`config.mk`:
```
export PLATFORM = sky130hd
export DESIGN_NAME = qrs_div_cell
export DESIGN_NICKNAME = d
export VERILOG_FILES = /design/src/rtl/core/assert_macros.svh /design/src/rtl/core/qrs_pkg.sv /design/src/rtl/core/qrs_div_cell.sv
export SDC_FILE = /design/constraint.sdc
export NUM_CORES = 1
export LEC_CHECK = 0
export BUFFER_PORTS_ARGS = -buffer_cell sky130_fd_sc_hd__buf_2
export CAP_MARGIN = 30
export CORE_ASPECT_RATIO = 0.8
export CORE_MARGIN = 5
export CORE_UTILIZATION = 51
export DETAILED_ROUTE_END_ITERATION = 8
export GPL_TIMING_DRIVEN = 1
export PLACE_DENSITY_LB_ADDON = 0.1
export REMOVE_ABC_BUFFERS = 1
export SLEW_MARGIN = 10
export SYNTH_ARGS = -nofsm -noshare
export SYNTH_HDL_FRONTEND = slang
export SYNTH_SLANG_ARGS = --single-unit
```
`constraint.sdc`:
```
create_clock -name clk -period 4 [get_ports clk]
set_input_delay 0.2 -clock clk [delete_from_list [all_inputs] [get_ports clk]]
set_output_delay 0.2 -clock clk [all_outputs]
set_load 0.03 [all_outputs]
```
`src/rtl/core/assert_macros.svh`:
```
// assertion macros for the solver rtl
`ifndef ASSERT_MACROS_SVH
`define ASSERT_MACROS_SVH

// antecedent holds in a cycle, consequent holds in the same cycle
`define QRS_ASSERT_IMP(lbl, clk, rst_n, ante, cons) \
    lbl: assert property (@(posedge clk) disable iff (!rst_n) (ante) |-> (cons)) \
        else $error("qrs assertion failed");

// antecedent holds in a cycle, consequent holds in the next cycle
`define QRS_ASSERT_NXT(lbl, clk, rst_n, ante, cons) \
    lbl: assert property (@(posedge clk) disable iff (!rst_n) (ante) |=> (cons)) \
        else $error("qrs assertion failed");

`endif

```
`src/rtl/core/qrs_pkg.sv`:
```
// widths, lane types and helper functions of the root solver
package qrs_pkg;

    localparam int DATA_WIDTH = 32;
    localparam int FRAC_BITS  = 16;
    localparam int CNT_W      = 3;
    localparam int MAX_ROOTS  = 4;

    // discriminant, signed
    localparam int DW      = 2 * DATA_WIDTH + 2;
    // square root of the discriminant, radicand widened by two times the fraction bits
    localparam int SQ_OUT  = DATA_WIDTH + FRAC_BITS + 1;
    localparam int SQ_IN   = 2 * SQ_OUT;
    localparam int RM_W    = SQ_OUT + 1;
    localparam int RM_X    = RM_W + 2;
    // numerator -b*2^F +/- sqrt, signed
    localparam int NW      = DATA_WIDTH + FRAC_BITS + 3;
    // rounded divide: (2|n|+|d|) / (2|d|)
    localparam int NUMW    = DATA_WIDTH + FRAC_BITS + 4;
    localparam int DVW     = DATA_WIDTH + 2;
    // square root of a quotient for biquadratic roots
    localparam int S2_OUT  = (NUMW + FRAC_BITS + 1) / 2;
    localparam int S2_IN   = 2 * S2_OUT;
    localparam int PIPE_LEN = 3 + SQ_OUT + NUMW + S2_OUT;

    typedef struct packed {
        logic [SQ_IN-1:0]  rad;
        logic [RM_W-1:0]   rem;
        logic [SQ_OUT-1:0] root;
    } sqrt_lane_t;

    typedef struct packed {
        logic [NUMW-1:0] num;
        logic [DVW-1:0]  rem;
        logic [NUMW-1:0] quo;
        logic [DVW-1:0]  dvs;
    } div_lane_t;

    // returns {overflow, value} for a magnitude and a sign
    function automatic logic [DATA_WIDTH:0] sat_root(input logic [NUMW-1:0] mag,
                                                     input logic neg);
        logic [NUMW-1:0] lim;
        logic [DATA_WIDTH:0] res;
        lim = NUMW'(1) << (DATA_WIDTH - 1);
        if (neg)
        begin
            if (mag > lim)
                res = {1'b1, DATA_WIDTH'(lim)};
            else
                res = {1'b0, DATA_WIDTH'(NUMW'(0) - mag)};
        end
        else if (mag > lim - NUMW'(1))
            res = {1'b1, DATA_WIDTH'(lim - NUMW'(1))};
        else
            res = {1'b0, DATA_WIDTH'(mag)};
        return res;
    endfunction

endpackage

```
`src/rtl/core/qrs_div_cell.sv`:
```
// one step of a restoring divide, registered
module qrs_div_cell (
    input  logic               clk,
    input  logic               en,
    input  qrs_pkg::div_lane_t lane_in,
    output qrs_pkg::div_lane_t lane_out
);

    qrs_pkg::div_lane_t lane_reg;
    qrs_pkg::div_lane_t lane_next;
    logic [qrs_pkg::DVW:0] part;
    logic [qrs_pkg::DVW:0] dvs_x;
    logic take;

    always_comb
    begin
        part  = {lane_in.rem, lane_in.num[qrs_pkg::NUMW-1]};
        dvs_x = {1'b0, lane_in.dvs};
        take  = (part >= dvs_x);
        lane_next.num = lane_in.num << 1;
        lane_next.rem = take ? qrs_pkg::DVW'(part - dvs_x) : qrs_pkg::DVW'(part);
        lane_next.quo = {lane_in.quo[qrs_pkg::NUMW-2:0], take};
        lane_next.dvs = lane_in.dvs;
    end

    always_ff @(posedge clk)
    begin
        if (en)
            lane_reg <= lane_next;
    end

    assign lane_out = lane_reg;

endmodule
```
==> impl_summary.txt <==
----------------------------------------------------
[Run status]
  Result of the run ... finished, final reports clean

[Worst setup path]
  Nature of the critical path startpoint ... input port
  Worst path top cell family by delay ... compound AO/OA/AOI/OAI gates
  Largest stage delay, worst path ... 0.52 ns
  Number of buffer and inverter instances along the worst setup path ... 3
  Critical path depth in cells ... 13
  Setup crit end kind ... flop
  Worst Path Arrival ... 3.62 ns
  Worst-path cell chain ... dlygate4sd3_1 -> buf_2 -> ha_1 -> inv_1 -> fa_1 -> a21oi_1 -> o211ai_1 -> a211oi_2 -> o22ai_1 -> o2111ai_1 -> a41oi_1 -> or3_1 -> a31o_1
  Worst path required time ... 4.18 ns
  Critical-path maximum fanout ... 4
  Type of the worst setup path ... in2reg
  Cell with the biggest individual delay on the critical path ... sky130_fd_sc_hd__dlygate4sd3_1

[GRT]
  Met2 usage ... 47.88%
  Most congested layer reported by global routing ... met2
  Antenna violations before repair ... 4
  Wire length of the first global-routing pass ... 36200 µm
  Tot GR Track Use ... 26.74%
  Met3 usage in global routing ... 8.454%
  Aggregate global routing overflow ... 0
  Via count of the first global-routing pass ... 6592
  Met1 capacity usage during global routing ... 31.20%
  Pin count of the biggest net entering global routing ... 101

[Worst hold path]
  Number of cells traversed by the worst hold path ... 3
  Min-Delay Path Class ... in2reg
  Worst Hold End ... lane_out[96]$_DFFE_PP_
  Startpoint of the tightest hold check path ... lane_in[95]

[Cells and area]
  Nets ... 1240
  Utilization after layout ... 78.87%
  Area growth, synth to finish ... 50.49%
  Fraction of final layout cells sized beyond drive strength 1 ... 37.20%
  Number of flip-flops under the largest register name ... 171

[Floorplan]
  Die ar. ... 0.01729 mm²
  Core ar. ... 0.01435 mm²
  Horizontal extent of the die ... 145.8 µm
  Total number of placement rows ... 39
  Top-Level Pins ... 346
  Vertical die dimension ... 118.6 µm
  Initial standard-cell utilization of the core ... 52.41%

[Logic synthesis]
  Sequential fraction of the synthesis area ... 68.30%
  Yosys cell types ... 57
  Mapped Area ... 0.007518 mm²
  Post-synthesis cell count ... 552
  Primary flip-flop cell chosen by synthesis mapping ... sky130_fd_sc_hd__edfxtp_1
  Share of flip-flops with an asynchronous set or reset after synthesis ... 0%
  Mean instance size in the synthesized netlist ... 13.62 µm²
  Yosys warns ... 0
  Synthesis-stage register bit count ... 171
  Number of synthesized flops with an enable pin ... 171

[Detailed routing]
  Detailed Route Iter0 Violations ... 423
  DRC errors left ... 0
  Average wire per cell in the routed design ... 19.15 µm
  Total wirelength of the detailed-routed design ... 23520 µm
  Total via count in the routed design ... 6302
  First-pass iteration count of the detailed router ... 5
  Post-detailed-route via-to-cell ratio ... 5.132
  Remaining antenna violation count ... 0

[STA]
  Final Max Tran Viols ... 0
  Highest clock rate ... 290.7 MHz
  Final hold violation count ... 0
  Final setup fails ... 0
  Actual slew at the worst max-slew pin ... 0.9262 ns
  Relative max-transition margin ... 38.25%
  Aggregate negative setup slack ... 0 ns
  Worst Hold Slack ... 0.06991 ns
  Unrepaired setup endpoints after global routing ... no
  Period utilization ... 86.00%
  Post-layout min period ... 3.440 ns

[Clocking]
  Cts bufs inserted ... 17
  Deepest clock path buffer count ... 2
  Clock tree root buffer cell ... sky130_fd_sc_hd__clkbuf_16
  TritonCTS clock tree ... done
  Clock slew at the register clock pins of the worst setup and hold paths ... 0.06 ns
  Total number of clock tree sinks ... 171
  Count of H-tree levels built during CTS ... 4

[Power]
  Leakage power ... 4.934 nW
  Power density relative to cell area ... 434.4 mW/mm²
  Worst vdd ir ... 395.1 µV

[Placed design]
  Placed wire-length estimate after detailed placement ... 15590 µm
  Port-buffer cells ... 343
  Final RePlAce weighted congestion ... 0.8522

[Run]
  Number of max-cap violations ... 0

----------------------------------------------------
cells by family (layout without fill, tap and decap cells):
kind of cell | count (synthesis) | count (layout) | share of synthesized area [%]
xor gates and xnor gates | 29 | 29 | 3.378
adders and majority gates | 35 | 35 | 5.924
muxes | 4 | 4 | 0.5991
and+or+nand+nor | 117 | 117 | 7.089
buffers and inverters | 64 | 555 | 3.761
DFF | 171 | 171 | 68.30
AOI/OAI and AO/OA | 131 | 131 | 10.90
other | 1 | 2 | 0.04988
cell usage after synthesis (2+ instances only):
| library cell | instances | area, µm² |
|---|---|---|
| sky130_fd_sc_hd__nand2b_1 | 4 | 25.02 |
| sky130_fd_sc_hd__o21ai_1 | 4 | 20.02 |
| sky130_fd_sc_hd__buf_2 | 4 | 20.02 |
| sky130_fd_sc_hd__or3_1 | 3 | 18.77 |
| sky130_fd_sc_hd__a211oi_1 | 3 | 22.52 |
| sky130_fd_sc_hd__ha_1 | 34 | 425.4 |
| sky130_fd_sc_hd__edfxtp_1 | 171 | 5135 |
| sky130_fd_sc_hd__inv_1 | 41 | 153.9 |
| sky130_fd_sc_hd__a31oi_1 | 3 | 18.77 |
| sky130_fd_sc_hd__nor4_1 | 2 | 12.51 |
| sky130_fd_sc_hd__o21a_1 | 3 | 22.52 |
| sky130_fd_sc_hd__nand3_1 | 7 | 35.03 |
| sky130_fd_sc_hd__xnor2_1 | 16 | 140.1 |
| sky130_fd_sc_hd__nand2_1 | 52 | 195.2 |
| sky130_fd_sc_hd__o31ai_1 | 4 | 30.03 |
| sky130_fd_sc_hd__o21bai_1 | 4 | 30.03 |
| sky130_fd_sc_hd__o21ai_0 | 44 | 220.2 |
| sky130_fd_sc_hd__a21o_1 | 11 | 82.58 |
| sky130_fd_sc_hd__a221oi_1 | 2 | 17.52 |
| sky130_fd_sc_hd__nand4_1 | 9 | 56.30 |
| sky130_fd_sc_hd__buf_4 | 4 | 30.03 |
| sky130_fd_sc_hd__o211ai_1 | 4 | 30.03 |
| sky130_fd_sc_hd__nor2_1 | 22 | 82.58 |
| sky130_fd_sc_hd__clkbuf_1 | 9 | 33.78 |
| sky130_fd_sc_hd__nor2b_1 | 2 | 12.51 |
| sky130_fd_sc_hd__and2_1 | 4 | 25.02 |
| sky130_fd_sc_hd__a21oi_1 | 32 | 160.2 |
| sky130_fd_sc_hd__clkbuf_2 | 3 | 15.01 |
| sky130_fd_sc_hd__mux2_2 | 3 | 33.78 |
| sky130_fd_sc_hd__and3_1 | 3 | 18.77 |
| sky130_fd_sc_hd__nor3_1 | 6 | 30.03 |
| sky130_fd_sc_hd__xor2_1 | 13 | 113.9 |
| sky130_fd_sc_hd__a21oi_2 | 2 | 17.52 |
what timing repair did:
action,4_1_cts,5_1_grt
hold buffers,136,0
gates resized for setup,0,0
endpoints found under the hold margin,136,0
buffers inserted,0,0
how the worst max path moves through the flow:
stage / start / to / slack, ns
global placement: lane_in[171] / lane_out[118]$_DFFE_PP_ / 0.75
finish: lane_in[0] / lane_out[118]$_DFFE_PP_ / 0.56
global route: lane_in[0] / lane_out[118]$_DFFE_PP_ / 0.39
CTS: lane_in[0] / lane_out[118]$_DFFE_PP_ / 0.63
detailed placement: lane_in[171] / lane_out[118]$_DFFE_PP_ / 0.74
floorplan: lane_in[4] / lane_out[87]$_DFFE_PP_ / 0.42
per-stage QoR:
step                instances  power (mW)  worst slack [ns]  instance area [µm²]
floorplan                 530       2.913            0.4180                 7393
global placement         1060       3.273            0.7491                 9414
detailed placement       1060       3.296            0.7354                 9414
CTS                      1227       4.919            0.6345                11310
global route             1228       5.120            0.3855                11310
finish                   1228       4.915            0.5602                11310
per-layer routing:
metal  vias to the layer above  part of all wire [%]
met1                      2981                    37
met2                       268                    53
met3                        42                   7.6
met4                         6                   1.9
li1                       3005                     -
met5                         -                  0.19
tightest hold or removal path: cells and delay by family:
kind	cells	cell delay (ns)
AOI/OAI and AO/OA	1	0.06
buffers and inverters	1	0.09
and+or+nand+nor	1	0.04
where the power goes:
part	internal [mW]	leakage [nW]	switching, mW
sequential	2.18	1.67	0.0473
clock	0.808	0.263	0.719
combinational	0.419	3.00	0.747
layout by cell type (no fill, tap or decap), drive strengths merged, types with 3 or more instances in the layout:
cell and instances:
buf 346, edfxtp 171, dlygate4sd3 136, nand2 52, inv 49, o21ai 48
ha 34, a21oi 34, nor2 22, clkbuf 18, xnor2 16, xor2 13
a21o 11, nand4 9, nand3 7, nor3 6, o211ai 5, nand2b 4
and2 4, o21bai 4, o31ai 4, a211oi 4, mux2 4, clkinv 4
or3 3, o21a 3, and3 3, a31oi 3
area by class of cell:
| class | count | area (µm²) |
|---|---|---|
| Tap cell | 184 | 230.2 |
| Timing Repair Buffer | 482 | 3144 |
| Antenna cell | 1 | 2.502 |
| Sequential cell | 171 | 5135 |
| Clock inverter | 13 | 107.6 |
| Fill cell | 874 | 3032 |
| Inverter | 42 | 157.7 |
| Multi-Input combinational cell | 317 | 2108 |
| Clock buffer | 18 | 429.2 |
Note: power is estimated with default switching activity, not from simulation.
