===== src/rtl/core/assert_macros.svh =====
// assertion macros for the solver rtl
`ifndef ASSERT_MACROS_SVH
`define ASSERT_MACROS_SVH

// antecedent holds in a cycle, consequent holds in the same cycle
`define QRS_ASSERT_IMP(lbl, clk, rst_n, ante, cons) \
    lbl: assert property (@(posedge clk) disable iff (!rst_n) (ante) |-> (cons)) \
        else $error("qrs assertion failed");

// antecedent holds in a cycle, consequent holds in the next cycle
`define QRS_ASSERT_NXT(lbl, clk, rst_n, ante, cons) \
    lbl: assert property (@(posedge clk) disable iff (!rst_n) (ante) |=> (cons)) \
        else $error("qrs assertion failed");

`endif


===== src/rtl/core/qrs_pkg.sv =====
// widths, lane types and helper functions of the root solver
package qrs_pkg;

    localparam int DATA_WIDTH = 32;
    localparam int FRAC_BITS  = 16;
    localparam int CNT_W      = 3;
    localparam int MAX_ROOTS  = 4;

    // discriminant, signed
    localparam int DW      = 2 * DATA_WIDTH + 2;
    // square root of the discriminant, radicand widened by two times the fraction bits
    localparam int SQ_OUT  = DATA_WIDTH + FRAC_BITS + 1;
    localparam int SQ_IN   = 2 * SQ_OUT;
    localparam int RM_W    = SQ_OUT + 1;
    localparam int RM_X    = RM_W + 2;
    // numerator -b*2^F +/- sqrt, signed
    localparam int NW      = DATA_WIDTH + FRAC_BITS + 3;
    // rounded divide: (2|n|+|d|) / (2|d|)
    localparam int NUMW    = DATA_WIDTH + FRAC_BITS + 4;
    localparam int DVW     = DATA_WIDTH + 2;
    // square root of a quotient for biquadratic roots
    localparam int S2_OUT  = (NUMW + FRAC_BITS + 1) / 2;
    localparam int S2_IN   = 2 * S2_OUT;
    localparam int PIPE_LEN = 3 + SQ_OUT + NUMW + S2_OUT;

    typedef struct packed {
        logic [SQ_IN-1:0]  rad;
        logic [RM_W-1:0]   rem;
        logic [SQ_OUT-1:0] root;
    } sqrt_lane_t;

    typedef struct packed {
        logic [NUMW-1:0] num;
        logic [DVW-1:0]  rem;
        logic [NUMW-1:0] quo;
        logic [DVW-1:0]  dvs;
    } div_lane_t;

    // returns {overflow, value} for a magnitude and a sign
    function automatic logic [DATA_WIDTH:0] sat_root(input logic [NUMW-1:0] mag,
                                                     input logic neg);
        logic [NUMW-1:0] lim;
        logic [DATA_WIDTH:0] res;
        lim = NUMW'(1) << (DATA_WIDTH - 1);
        if (neg)
        begin
            if (mag > lim)
                res = {1'b1, DATA_WIDTH'(lim)};
            else
                res = {1'b0, DATA_WIDTH'(NUMW'(0) - mag)};
        end
        else if (mag > lim - NUMW'(1))
            res = {1'b1, DATA_WIDTH'(lim - NUMW'(1))};
        else
            res = {1'b0, DATA_WIDTH'(mag)};
        return res;
    endfunction

endpackage


===== src/rtl/core/qrs_sqrt_cell.sv =====
// one radix-2 step of a restoring square root, registered
module qrs_sqrt_cell (
    input  logic                clk,
    input  logic                en,
    input  qrs_pkg::sqrt_lane_t lane_in,
    output qrs_pkg::sqrt_lane_t lane_out
);

    qrs_pkg::sqrt_lane_t lane_reg;
    qrs_pkg::sqrt_lane_t lane_next;
    logic [qrs_pkg::RM_X-1:0] part;
    logic [qrs_pkg::RM_X-1:0] trial;
    logic take;

    always_comb
    begin
        part  = {lane_in.rem, lane_in.rad[qrs_pkg::SQ_IN-1 -: 2]};
        trial = qrs_pkg::RM_X'({lane_in.root, 2'b01});
        take  = (part >= trial);
        lane_next.rad  = lane_in.rad << 2;
        lane_next.rem  = take ? qrs_pkg::RM_W'(part - trial) : qrs_pkg::RM_W'(part);
        lane_next.root = {lane_in.root[qrs_pkg::SQ_OUT-2:0], take};
    end

    always_ff @(posedge clk)
    begin
        if (en)
            lane_reg <= lane_next;
    end

    assign lane_out = lane_reg;

endmodule


===== config.mk =====
export PLATFORM = sky130hd
export DESIGN_NAME = qrs_sqrt_cell
export DESIGN_NICKNAME = d
export VERILOG_FILES = /design/src/rtl/core/assert_macros.svh /design/src/rtl/core/qrs_pkg.sv /design/src/rtl/core/qrs_sqrt_cell.sv
export SDC_FILE = /design/constraint.sdc
export NUM_CORES = 1
export LEC_CHECK = 0
export ABC_CLOCK_PERIOD_IN_PS = 8900
export BUFFER_PORTS_ARGS = -buffer_cell sky130_fd_sc_hd__buf_2
export CORE_AREA = 2 2 153 155
export DETAILED_ROUTE_END_ITERATION = 7
export DIE_AREA = 0 0 155 157
export GPL_TIMING_DRIVEN = 1
export PLACE_DENSITY_LB_ADDON = 0.2
export SLEW_MARGIN = 20
export SYNTH_ARGS = -nofsm -noshare
export SYNTH_HDL_FRONTEND = slang
export SYNTH_SLANG_ARGS = --single-unit

===== constraint.sdc =====
create_clock -name clk -period 8.9 [get_ports clk]
set_input_delay 1.78 -clock clk [delete_from_list [all_inputs] [get_ports clk]]
set_output_delay 1.78 -clock clk [all_outputs]
set_load 0.005 [all_outputs]

==> impl_summary.txt, run 1 <==
----------------------------------------------------
[Worst setup path]
  Buffers and inverters on the worst path ... 3
  CP max stage delay ... 0.46 ns
  Top fanout value on the critical path ... 44
  Critical path type ... in -> reg
  Cells along the critical path ... buf_2 -> inv_1 -> ha_1 -> nand4_2 -> nor4_2 -> a21boi_1 -> o21ai_1 -> a21oi_1 -> o21a_1 -> nor2_8 -> inv_6 -> mux2_2
  Max stage delay cell, worst path ... sky130_fd_sc_hd__nor4_2
  Arrival time at the worst endpoint ... 5.04 ns
  Critical Path Source Type ... primary input
  Kind of end point of the critical path ... flip-flop
  Gate family responsible for the most delay along the worst path ... compound AO/OA/AOI/OAI gates
  Crit path required time ... 9.08 ns

[Pwr]
  Peak VDD IR ... 0.115 mV
  Sw power ... 0.694 mW
  Pint ... 1.74 mW
  Switching power share of the total ... 28.5%
  Static leakage ... 5.69 nW
  Power share of the combinational group ... 20.8%
  Clock group share of total power ... 32.3%
  Total power divided by cell area ... 191 nW/um^2
  Portion of total power attributed to sequential cells ... 47.0%
  Post-layout total power ... 2.44 mW

[Clocking]
  TritonCTS Sinks ... 195
  Number of hold buffers added after CTS ... 0
  Post-CTS Repair Setup Buffers ... 0
  CTS Root Buffer Type ... sky130_fd_sc_hd__clkbuf_16
  Cts bufs inserted ... 17
  Post-cts resize count ... 0
  CTS clock-pin slew for the worst setup and hold paths ... 0.08 ns
  Number of H-tree branching levels ... 4
  Clock Tree Buf Depth ... 2
  TritonCTS clock tree ... done

[Finish]
  Total non-filler cell area in the finished layout ... 12,700 sq um
  Ratio of cells with drive above 1 in the final layout ... 41.4%
  Largest register FFs ... 195
  Area added between synthesis and finish ... 27.8%
  Final Util ... 56.5%
  Number of nets in the layout ... 1,407

[Global route]
  Largest net degree at the start of global routing ... 121
  Via count of the first global-routing pass ... 7,446
  Number of antenna violations at the first check in global routing ... 6
  Total Routing Usage GR ... 22.6%
  Overall overflow remaining after global route ... 0
  Wire length of the first global-routing pass ... 41.7 mm

[Timing]
  TNS Setup ... 0 ns
  Slew Limit Fails ... 0
  Minimum period implied by the final worst setup slack ... 4.86 ns
  Slew HR ... 31.5%
  Fin crit share ... 54.6%
  Number of setup violations in the final report ... 0
  Setup WS post-layout ... 4.04 ns
  Upper clock frequency limit ... 206 MHz
  Setup repair after global routing missed its margin ... no
  Transition time of the tightest slew-check pin ... 1.03 ns
  Final Hold Violating Endpoints ... 0

[Die]
  Number of placement rows ... 55
  Vert. Die Dim ... 157 um
  Die W ... 155 um
  I/O pin count ... 396
  Initial core utilization ... 44.2%
  Die area ... 24,300 sq um
  Core Footprint ... 22,500 sq um

[Synthesis]
  Share of async-settable or async-resettable flops after synthesis ... 0%
  Top cell type by total area after synthesis ... sky130_fd_sc_hd__edfxtp_1
  Most frequent cell after synthesis ... sky130_fd_sc_hd__edfxtp_1
  Register bit count reported by yosys ... 195
  Post-synthesis instance total ... 767
  Average instance area after synthesis ... 13.0 sq um
  Share of the synthesized area in the top cell type ... 58.8%
  Most numerous cell types in the synthesized netlist ... sky130_fd_sc_hd__edfxtp_1 (195), sky130_fd_sc_hd__a21oi_1 (70), sky130_fd_sc_hd__inv_1 (70)
  Total number of yosys warnings ... 0
  EDFF count, synth ... 195
  Part of the Yosys area used for sequential elements ... 58.8%
  Post-synth cell types ... 70
  Top FF cell, synth ... sky130_fd_sc_hd__edfxtp_1
  Cells taking the most area after synthesis ... sky130_fd_sc_hd__edfxtp_1 (59%), sky130_fd_sc_hd__ha_1 (6.4%), sky130_fd_sc_hd__mux2_4 (4.5%)
  Syn Std Cell Area ... 9950 sq um

[Place]
  Half-perimeter wire length of the detailed placement result ... 22.2 mm
  Port Buffer Count ... 393
  Placed standard-cell area ... 12,100 sq um
  Final Wtd Congestion ... 0.902
  Setup slack at placement ... 3.53 ns

[Hold path]
  Path type of the worst min-delay path ... in -> reg

[Drt]
  First drt pass iteration count ... 5
  Vias after detailed routing ... 7,496
  Total DRC errors in the routed layout ... 0
  Post-Route WL ... 28.4 mm
  Average via count per standard cell ... 5.14
  Drt first-iter violations ... 464
  Final routed wire length divided by cell count ... 19.5 um
  Post-detailed-route count of antenna-violating nets ... 0

[Run status]
  Run status ... finished clean

[Job]
  Max-cap violations ... 0

----------------------------------------------------
worst paths after layout:
path,cells after the start,slack [ns],start,endpoint
worst max-delay path,12,4.04,lane_in[18],lane_out[53]
worst min-delay path,1,1.52,lane_in[155],lane_out[157]
cells in the final DEF, fill, tap and decap left out, types with 5 or more instances in the layout:
master and n:
sky130_fd_sc_hd__nand2_1 45, sky130_fd_sc_hd__o21a_1 9, sky130_fd_sc_hd__a21oi_1 70, sky130_fd_sc_hd__nor2_1 25, sky130_fd_sc_hd__xnor2_1 26, sky130_fd_sc_hd__nand4_1 11
sky130_fd_sc_hd__inv_1 70, sky130_fd_sc_hd__mux2_4 30, sky130_fd_sc_hd__o21bai_1 6, sky130_fd_sc_hd__xor2_1 15, sky130_fd_sc_hd__nor2b_1 6, sky130_fd_sc_hd__o31ai_1 9
sky130_fd_sc_hd__nand3_1 18, sky130_fd_sc_hd__nor3_1 18, sky130_fd_sc_hd__buf_2 392, sky130_fd_sc_hd__o21ai_0 21, sky130_fd_sc_hd__inv_6 6, sky130_fd_sc_hd__edfxtp_1 195
sky130_fd_sc_hd__o21ai_1 15, sky130_fd_sc_hd__ha_1 51, sky130_fd_sc_hd__a211oi_1 5, sky130_fd_sc_hd__a21o_1 23, sky130_fd_sc_hd__clkinv_8 6, sky130_fd_sc_hd__clkbuf_16 17
cell type report:
class                      instances  area (sq um)
timing repair buffer             395          1990
sequential                       195          5860
clock buffer                      18           429
inverter                          73           287
tap                              285           357
clock inverter                    14           180
fill                            1930          9780
antenna                            4          10.0
multi-input combinational        475          3610
routing by layer:
layer | track usage (%) | vias up | routed length, um
met5 | 0 | - | 41
met4 | 6.22 | 6 | 575
met3 | 7.24 | 37 | 2210
met2 | 39.6 | 293 | 14300
met1 | 26.9 | 3511 | 11300
li1 | - | 3649 | -
through the flow:
stage          cells  hold WS (ns)
2_1_floorplan    768          1.88
3_3_place_gp    1423          1.96
3_5_place_dp    1423          1.96
4_1_cts         1455          1.50
5_1_grt         1456          1.49
6_report        1459          1.52
cells by family after synthesis:
| group | count (synthesis) | share of synthesized area [%] |
|---|---|---|
| XOR/XNOR | 41 | 3.61 |
| AND/OR/NAND/NOR | 150 | 7.66 |
| adder cells (fa/ha/maj) | 51 | 6.41 |
| AO/OA/AOI/OAI | 196 | 13.5 |
| buffers and inverters | 98 | 4.90 |
| other | 1 | 0.0377 |
| flip-flops | 195 | 58.8 |
| multiplexers | 35 | 5.09 |
power groups by stage:
stage	Sequential, mW	Clock, mW	Combinational (mW)
floorplan	1.18	0	0.274
detailed placement	1.16	0	0.508
CTS	1.14	0.809	0.511
global route	1.15	0.834	0.555
global placement	1.16	0	0.500
finish	1.14	0.786	0.506
Note: power is estimated with default switching activity, not from simulation.
==> inputs of run 2 (changes only) <==
--- a/config.mk
+++ b/config.mk
@@ -5,11 +5,11 @@
 export SDC_FILE = /design/constraint.sdc
 export NUM_CORES = 1
 export LEC_CHECK = 0
-export ABC_CLOCK_PERIOD_IN_PS = 8900
+export ABC_CLOCK_PERIOD_IN_PS = 5100
 export BUFFER_PORTS_ARGS = -buffer_cell sky130_fd_sc_hd__buf_2
-export CORE_AREA = 2 2 153 155
+export CORE_AREA = 2 2 155 157
 export DETAILED_ROUTE_END_ITERATION = 7
-export DIE_AREA = 0 0 155 157
+export DIE_AREA = 0 0 157 159
 export GPL_TIMING_DRIVEN = 1
 export PLACE_DENSITY_LB_ADDON = 0.2
 export SLEW_MARGIN = 20
==> constraint.sdc (replaced) <==
create_clock -name clk -period 5.1 [get_ports clk]
set_input_delay 1.02 -clock clk [delete_from_list [all_inputs] [get_ports clk]]
set_output_delay 1.02 -clock clk [all_outputs]
set_load 0.005 [all_outputs]
==> run 2 against run 1 <==
Net effect:
- first-iteration DRC count decreased by 0.43%
- combinational power increased by 75%
- routed wire length about the same
- utilization decreased by 1.4 points
- power increased by 74%
- setup slack got worse by 2.8 ns
- global-route usage decreased by 0.41 points
- design area increased by 0.56%
- non-clock buffer count increased by 2
- sequential share of layout area decreased by 0.26 points
- clock power increased by 72%
==> impl_summary.txt, run 2 (same netlist as run 1, synthesis figures left out) <==
----------------------------------------------------
[Timing]
  TNS Setup ... 0 ns
  Slew HR ... 41.4%
  Final Hold Violating Endpoints ... 0
  Setup repair after global routing missed its margin ... no
  Transition time of the tightest slew-check pin ... 0.879 ns
  Upper clock frequency limit ... 259 MHz
  Number of setup violations in the final report ... 0
  Slew Limit Fails ... 0
  Fin crit share ... 75.6%
  Minimum period implied by the final worst setup slack ... 3.85 ns

[Drt]
  Vias after detailed routing ... 7,624
  Average via count per standard cell ... 5.08
  Final routed wire length divided by cell count ... 18.9 um
  Post-detailed-route count of antenna-violating nets ... 0
  Post-Route WL ... 28.4 mm
  First drt pass iteration count ... 5
  Total DRC errors in the routed layout ... 0
  Drt first-iter violations ... 462

[Clocking]
  TritonCTS Sinks ... 195
  Clock Tree Buf Depth ... 2
  Post-cts resize count ... 0
  Post-CTS Repair Setup Buffers ... 0
  TritonCTS clock tree ... done
  Cts bufs inserted ... 17
  CTS Root Buffer Type ... sky130_fd_sc_hd__clkbuf_16
  Number of hold buffers added after CTS ... 0
  CTS clock-pin slew for the worst setup and hold paths ... 0.09 ns
  Number of H-tree branching levels ... 4

[Die]
  Die area ... 25,000 sq um
  Vert. Die Dim ... 159 um
  Initial core utilization ... 42.9%
  Core Footprint ... 23,200 sq um
  Die W ... 157 um
  I/O pin count ... 396
  Number of placement rows ... 56

[Worst setup path]
  CP max stage delay ... 0.44 ns
  Critical path type ... in -> reg
  Max stage delay cell, worst path ... sky130_fd_sc_hd__inv_6
  Kind of end point of the critical path ... flip-flop
  Buffers and inverters on the worst path ... 3
  Crit path required time ... 5.28 ns
  Critical Path Source Type ... primary input
  Top fanout value on the critical path ... 44
  Gate family responsible for the most delay along the worst path ... compound AO/OA/AOI/OAI gates
  Cells along the critical path ... buf_2 -> inv_1 -> ha_1 -> nand4_1 -> nor4_2 -> a21boi_1 -> o21ai_1 -> a21oi_1 -> o21a_1 -> nor2_8 -> inv_6 -> mux2_2
  Arrival time at the worst endpoint ... 4.03 ns

[Place]
  Half-perimeter wire length of the detailed placement result ... 22.1 mm
  Final Wtd Congestion ... 0.868
  Port Buffer Count ... 393

[Finish]
  Number of nets in the layout ... 1,409
  Total of fill cells in the finished design ... 2,036
  Largest register FFs ... 195
  Commonest non-fill, non-tap cell in the layout ... sky130_fd_sc_hd__buf_2
  Commonest cells after routing, fill and taps aside ... sky130_fd_sc_hd__buf_2 (392), sky130_fd_sc_hd__edfxtp_1 (195), sky130_fd_sc_hd__inv_1 (70), sky130_fd_sc_hd__a21oi_1 (70), sky130_fd_sc_hd__ha_1 (51)
  Area added between synthesis and finish ... 28.5%
  Final Util ... 55.2%
  Ratio of cells with drive above 1 in the final layout ... 41.5%

[Global route]
  Largest net degree at the start of global routing ... 103
  Total Routing Usage GR ... 22.2%
  Number of antenna violations at the first check in global routing ... 10
  Wire length of the first global-routing pass ... 42.0 mm
  Via count of the first global-routing pass ... 7,467
  Overall overflow remaining after global route ... 0

[Pwr]
  Peak VDD IR ... 0.244 mV
  Static leakage ... 5.69 nW
  Post-layout total power ... 4.23 mW
  Total power divided by cell area ... 331 nW/um^2

[Hold path]
  Path type of the worst min-delay path ... in -> reg

[Job]
  Max-cap violations ... 0

[Run status]
  Run status ... finished clean

----------------------------------------------------
==> run 2: cell count changes in the layout (fill, tap and decap cells not counted) <==
| cell | before | now |
|---|---|---|
| sky130_fd_sc_hd__clkinv_4 | 0 | 4 |
| sky130_fd_sc_hd__inv_6 | 6 | 2 |
| sky130_fd_sc_hd__diode_2 | 4 | 10 |
| sky130_fd_sc_hd__clkinvlp_4 | 0 | 1 |
| sky130_fd_sc_hd__buf_4 | 2 | 3 |
| sky130_fd_sc_hd__buf_12 | 0 | 1 |
| sky130_fd_sc_hd__clkinv_8 | 6 | 5 |
| sky130_fd_sc_hd__inv_8 | 3 | 4 |
| sky130_fd_sc_hd__inv_12 | 1 | 0 |
==> run 2: power by group <==
part           switching, mW  internal, mW  total [mW]
Clock                  0.694         0.661        1.35
Sequential            0.0390          1.96        2.00
Combinational          0.469         0.413       0.883
Total                   1.20          3.03        4.23
==> run 2: path summary, 6_finish.rpt <==
path / start / end / slack, ns / depth (start not counted)
worst max-delay path: lane_in[17] / lane_out[53] / 1.25 / 12
worst min-delay path: lane_in[106] / lane_out[108] / 0.75 / 1
==> run 2: final cells by class <==
class | instances | area [sq um] | share of cell area, %
inverters | 73 | 287 | 2.24
clock buffers | 18 | 429 | 3.35
well taps | 319 | 399 | 3.12
multi-input cells | 475 | 3610 | 28.2
diodes | 10 | 25.0 | 0.196
repair buffers | 397 | 2020 | 15.8
flip-flops and latches | 195 | 5860 | 45.8
clock inverters | 14 | 166 | 1.30
==> run 2: metrics by stage <==
stage,hold WS [ns],instance area [sq um],std cells,worst slack (ns)
final,0.752,12800,1501,1.25
after global routing,0.733,12800,1493,1.02
after CTS,0.735,12800,1491,1.23
after detailed placement,1.20,12200,1459,0.771
after global placement,1.20,12200,1459,0.844
after floorplan,1.12,9960,768,1.52
==> run 2: metal layers <==
metal | vias to the layer above | GRT usage, % | wire length [um]
met4 | 6 | 7.05 | 704
li1 | 3666 | - | -
met3 | 43 | 7.76 | 2650
met5 | - | 0 | 41
met2 | 324 | 38.3 | 13900
met1 | 3585 | 25.8 | 11100
==> inputs of run 3 (changes only) <==
--- a/config.mk
+++ b/config.mk
@@ -5,11 +5,12 @@
 export SDC_FILE = /design/constraint.sdc
 export NUM_CORES = 1
 export LEC_CHECK = 0
-export ABC_CLOCK_PERIOD_IN_PS = 5100
+export ABC_AREA = 1
+export ABC_CLOCK_PERIOD_IN_PS = 3200
 export BUFFER_PORTS_ARGS = -buffer_cell sky130_fd_sc_hd__buf_2
-export CORE_AREA = 2 2 155 157
+export CORE_MARGIN = 2
+export CORE_UTILIZATION = 46
 export DETAILED_ROUTE_END_ITERATION = 7
-export DIE_AREA = 0 0 157 159
 export GPL_TIMING_DRIVEN = 1
 export PLACE_DENSITY_LB_ADDON = 0.2
 export SLEW_MARGIN = 20
==> constraint.sdc (replaced) <==
create_clock -name clk -period 3.2 [get_ports clk]
set_input_delay 0.64 -clock clk [delete_from_list [all_inputs] [get_ports clk]]
set_output_delay 0.64 -clock clk [all_outputs]
set_load 0.005 [all_outputs]
==> run 3 against run 2 <==
Net effect:
- power up 64%
- clock-buffer cell count down 1
- setup slack worse by 0.47 ns
- via count up 31%
- global-route usage up 5.7 points
- final cell count up 38%
- non-clock buffer count up 8
- routed wire length up 28%
- critical path depth up 1
- highest routed layer unchanged
- critical path type unchanged
- synthesized cell count up 73%
- synthesized area up 13%
- clock power up 68%
==> impl_summary.txt, run 3 <==
----------------------------------------------------
[Synthesis]
  Register bit count reported by yosys ... 195
  Total number of yosys warnings ... 0
  Top FF cell, synth ... sky130_fd_sc_hd__edfxtp_1
  Part of the Yosys area used for sequential elements ... 51.9%
  Most frequent cell after synthesis ... sky130_fd_sc_hd__nand2_1
  Share of async-settable or async-resettable flops after synthesis ... 0%
  Share of the synthesized area in the top cell type ... 51.9%
  Post-synth cell types ... 37
  Most numerous cell types in the synthesized netlist ... sky130_fd_sc_hd__nand2_1 (459), sky130_fd_sc_hd__inv_1 (284), sky130_fd_sc_hd__edfxtp_1 (195)
  Top cell type by total area after synthesis ... sky130_fd_sc_hd__edfxtp_1
  EDFF count, synth ... 195
  Post-synthesis instance total ... 1,326
  Syn Std Cell Area ... 11,300 sq um
  Average instance area after synthesis ... 8.51 sq um
  Cells taking the most area after synthesis ... sky130_fd_sc_hd__edfxtp_1 (52%), sky130_fd_sc_hd__nand2_1 (15%), sky130_fd_sc_hd__inv_1 (9.5%)

[Global route]
  Overall overflow remaining after global route ... 0
  Wire length of the first global-routing pass ... 54.3 mm
  Largest net degree at the start of global routing ... 67
  Total Routing Usage GR ... 27.9%
  Via count of the first global-routing pass ... 9,653
  Number of antenna violations at the first check in global routing ... 5

[Clocking]
  Cts bufs inserted ... 17
  TritonCTS clock tree ... done
  TritonCTS Sinks ... 195
  Post-cts resize count ... 0
  Number of H-tree branching levels ... 4
  Number of hold buffers added after CTS ... 0
  CTS clock-pin slew for the worst setup and hold paths ... 0.09 ns
  Clock Tree Buf Depth ... 2
  CTS Root Buffer Type ... sky130_fd_sc_hd__clkbuf_16
  Post-CTS Repair Setup Buffers ... 0

[Place]
  Setup slack at placement ... 0.312 ns
  Final Wtd Congestion ... 0.913
  Placed Cells incl. Taps ... 2,040
  Half-perimeter wire length of the detailed placement result ... 29.6 mm
  Port Buffer Count ... 393

[Timing]
  Upper clock frequency limit ... 412 MHz
  Final Hold Violating Endpoints ... 0
  Setup repair after global routing missed its margin ... no
  Fin crit share ... 75.8%
  Slew Limit Fails ... 0
  Transition time of the tightest slew-check pin ... 0.613 ns
  Number of setup violations in the final report ... 0
  Setup WS post-layout ... 0.775 ns
  Slew HR ... 59.2%
  Minimum period implied by the final worst setup slack ... 2.42 ns
  TNS Setup ... 0 ns

[Worst setup path]
  Top fanout value on the critical path ... 43
  Kind of end point of the critical path ... flip-flop
  Crit path required time ... 3.38 ns
  Critical Path Source Type ... primary input
  Arrival time at the worst endpoint ... 2.61 ns
  Critical path type ... in -> reg

[Finish]
  Total of fill cells in the finished design ... 2,254
  Commonest non-fill, non-tap cell in the layout ... sky130_fd_sc_hd__nand2_1
  Final Util ... 59.2%
  Ratio of cells with drive above 1 in the final layout ... 27.9%
  Largest register FFs ... 195
  Number of nets in the layout ... 1,985
  Commonest cells after routing, fill and taps aside ... sky130_fd_sc_hd__nand2_1 (459), sky130_fd_sc_hd__buf_2 (392), sky130_fd_sc_hd__inv_1 (284)
  Number of diodes added for antenna fixing ... 0
  Final cell count without fillers ... 2,072
  Area added between synthesis and finish ... 26.9%

[Drt]
  Drt first-iter violations ... 691
  First drt pass iteration count ... 7
  Vias after detailed routing ... 9,994
  Average via count per standard cell ... 4.82
  Post-detailed-route count of antenna-violating nets ... 0
  Final routed wire length divided by cell count ... 17.5 um
  Total DRC errors in the routed layout ... 0
  Post-Route WL ... 36.2 mm

[Run status]
  Run status ... finished clean

[Hold path]
  Path type of the worst min-delay path ... in -> reg

[Job]
  Max-cap violations ... 0

[Die]
  Vert. Die Dim ... 161 um
  Die area ... 25,800 sq um
  I/O pin count ... 396
  Initial core utilization ... 46.7%
  Number of placement rows ... 57
  Core Footprint ... 24,200 sq um
  Die W ... 161 um

[Pwr]
  Total power divided by cell area ... 484 nW/um^2
  Static leakage ... 7.47 nW
  Peak VDD IR ... 0.337 mV

----------------------------------------------------
## run 3: path summary, 6_finish.rpt
kind / startpoint / endpoint / slack [ns] / cells past startpoint
setup / recovery: lane_in[28] / lane_out[67] / 0.78 / 13
hold / removal: lane_in[109] / lane_out[111] / 0.36 / 1
## run 3: kinds of logic (layout without fill, tap and decap cells)
family / after synthesis / in the layout / share of synthesized area (%)
AOI/OAI and AO/OA: 68 / 68 / 3.26
xor gates and xnor gates: 28 / 28 / 2.17
adders and majority gates: 51 / 51 / 5.66
buffers and inverters: 311 / 732 / 10.9
DFF: 195 / 195 / 51.9
other: 1 / 2 / 0.0332
and+or+nand+nor: 672 / 672 / 26.0
## run 3: per-layer routing
metal	vias to the layer above	global-route usage (%)	share of wire, %
met5	-	0	0.11
met4	6	6.10	1.4
met3	36	6.04	6.4
met2	325	48.9	50
met1	4644	35.5	43
li1	4983	-	-
## run 3: critical path: stages
cell and delay [ns]:
sky130_fd_sc_hd__buf_2 0.10, sky130_fd_sc_hd__inv_1 0.05, sky130_fd_sc_hd__ha_1 0.34, sky130_fd_sc_hd__nand2_1 0.13
sky130_fd_sc_hd__nor2_1 0.21, sky130_fd_sc_hd__inv_2 0.06, sky130_fd_sc_hd__nor2_1 0.22, sky130_fd_sc_hd__nand2_1 0.13
sky130_fd_sc_hd__nor2_1 0.15, sky130_fd_sc_hd__nand2_2 0.09, sky130_fd_sc_hd__nand3_4 0.11, sky130_fd_sc_hd__buf_12 0.23
sky130_fd_sc_hd__o21ai_0 0.12
## run 3: layout make-up
class	count	area, sq um	share of cell area, %
Inverter	295	1110	7.74
Sequential cell	195	5860	40.9
Tap cell	324	405	2.83
Clock inverter	15	195	1.36
Timing Repair Buffer	405	2130	14.9
Multi-Input combinational cell	821	4190	29.3
Clock buffer	17	425	2.97
## run 3: through the flow
step / hold WS (ns) / power, mW / area, sq um
finish: 0.361 / 6.92 / 14300
global route: 0.345 / 7.24 / 14300
CTS: 0.350 / 6.97 / 14300
detailed placement: 0.818 / 4.71 / 13700
global placement: 0.817 / 4.70 / 13700
floorplan: 0.739 / 4.01 / 11300
## run 3: power by group
part           leakage, nW  internal (mW)  switching [mW]
Combinational         5.26          0.575           0.909
Sequential            1.91           3.10          0.0673
Clock                0.301           1.08            1.19
Total                 7.47           4.76            2.16
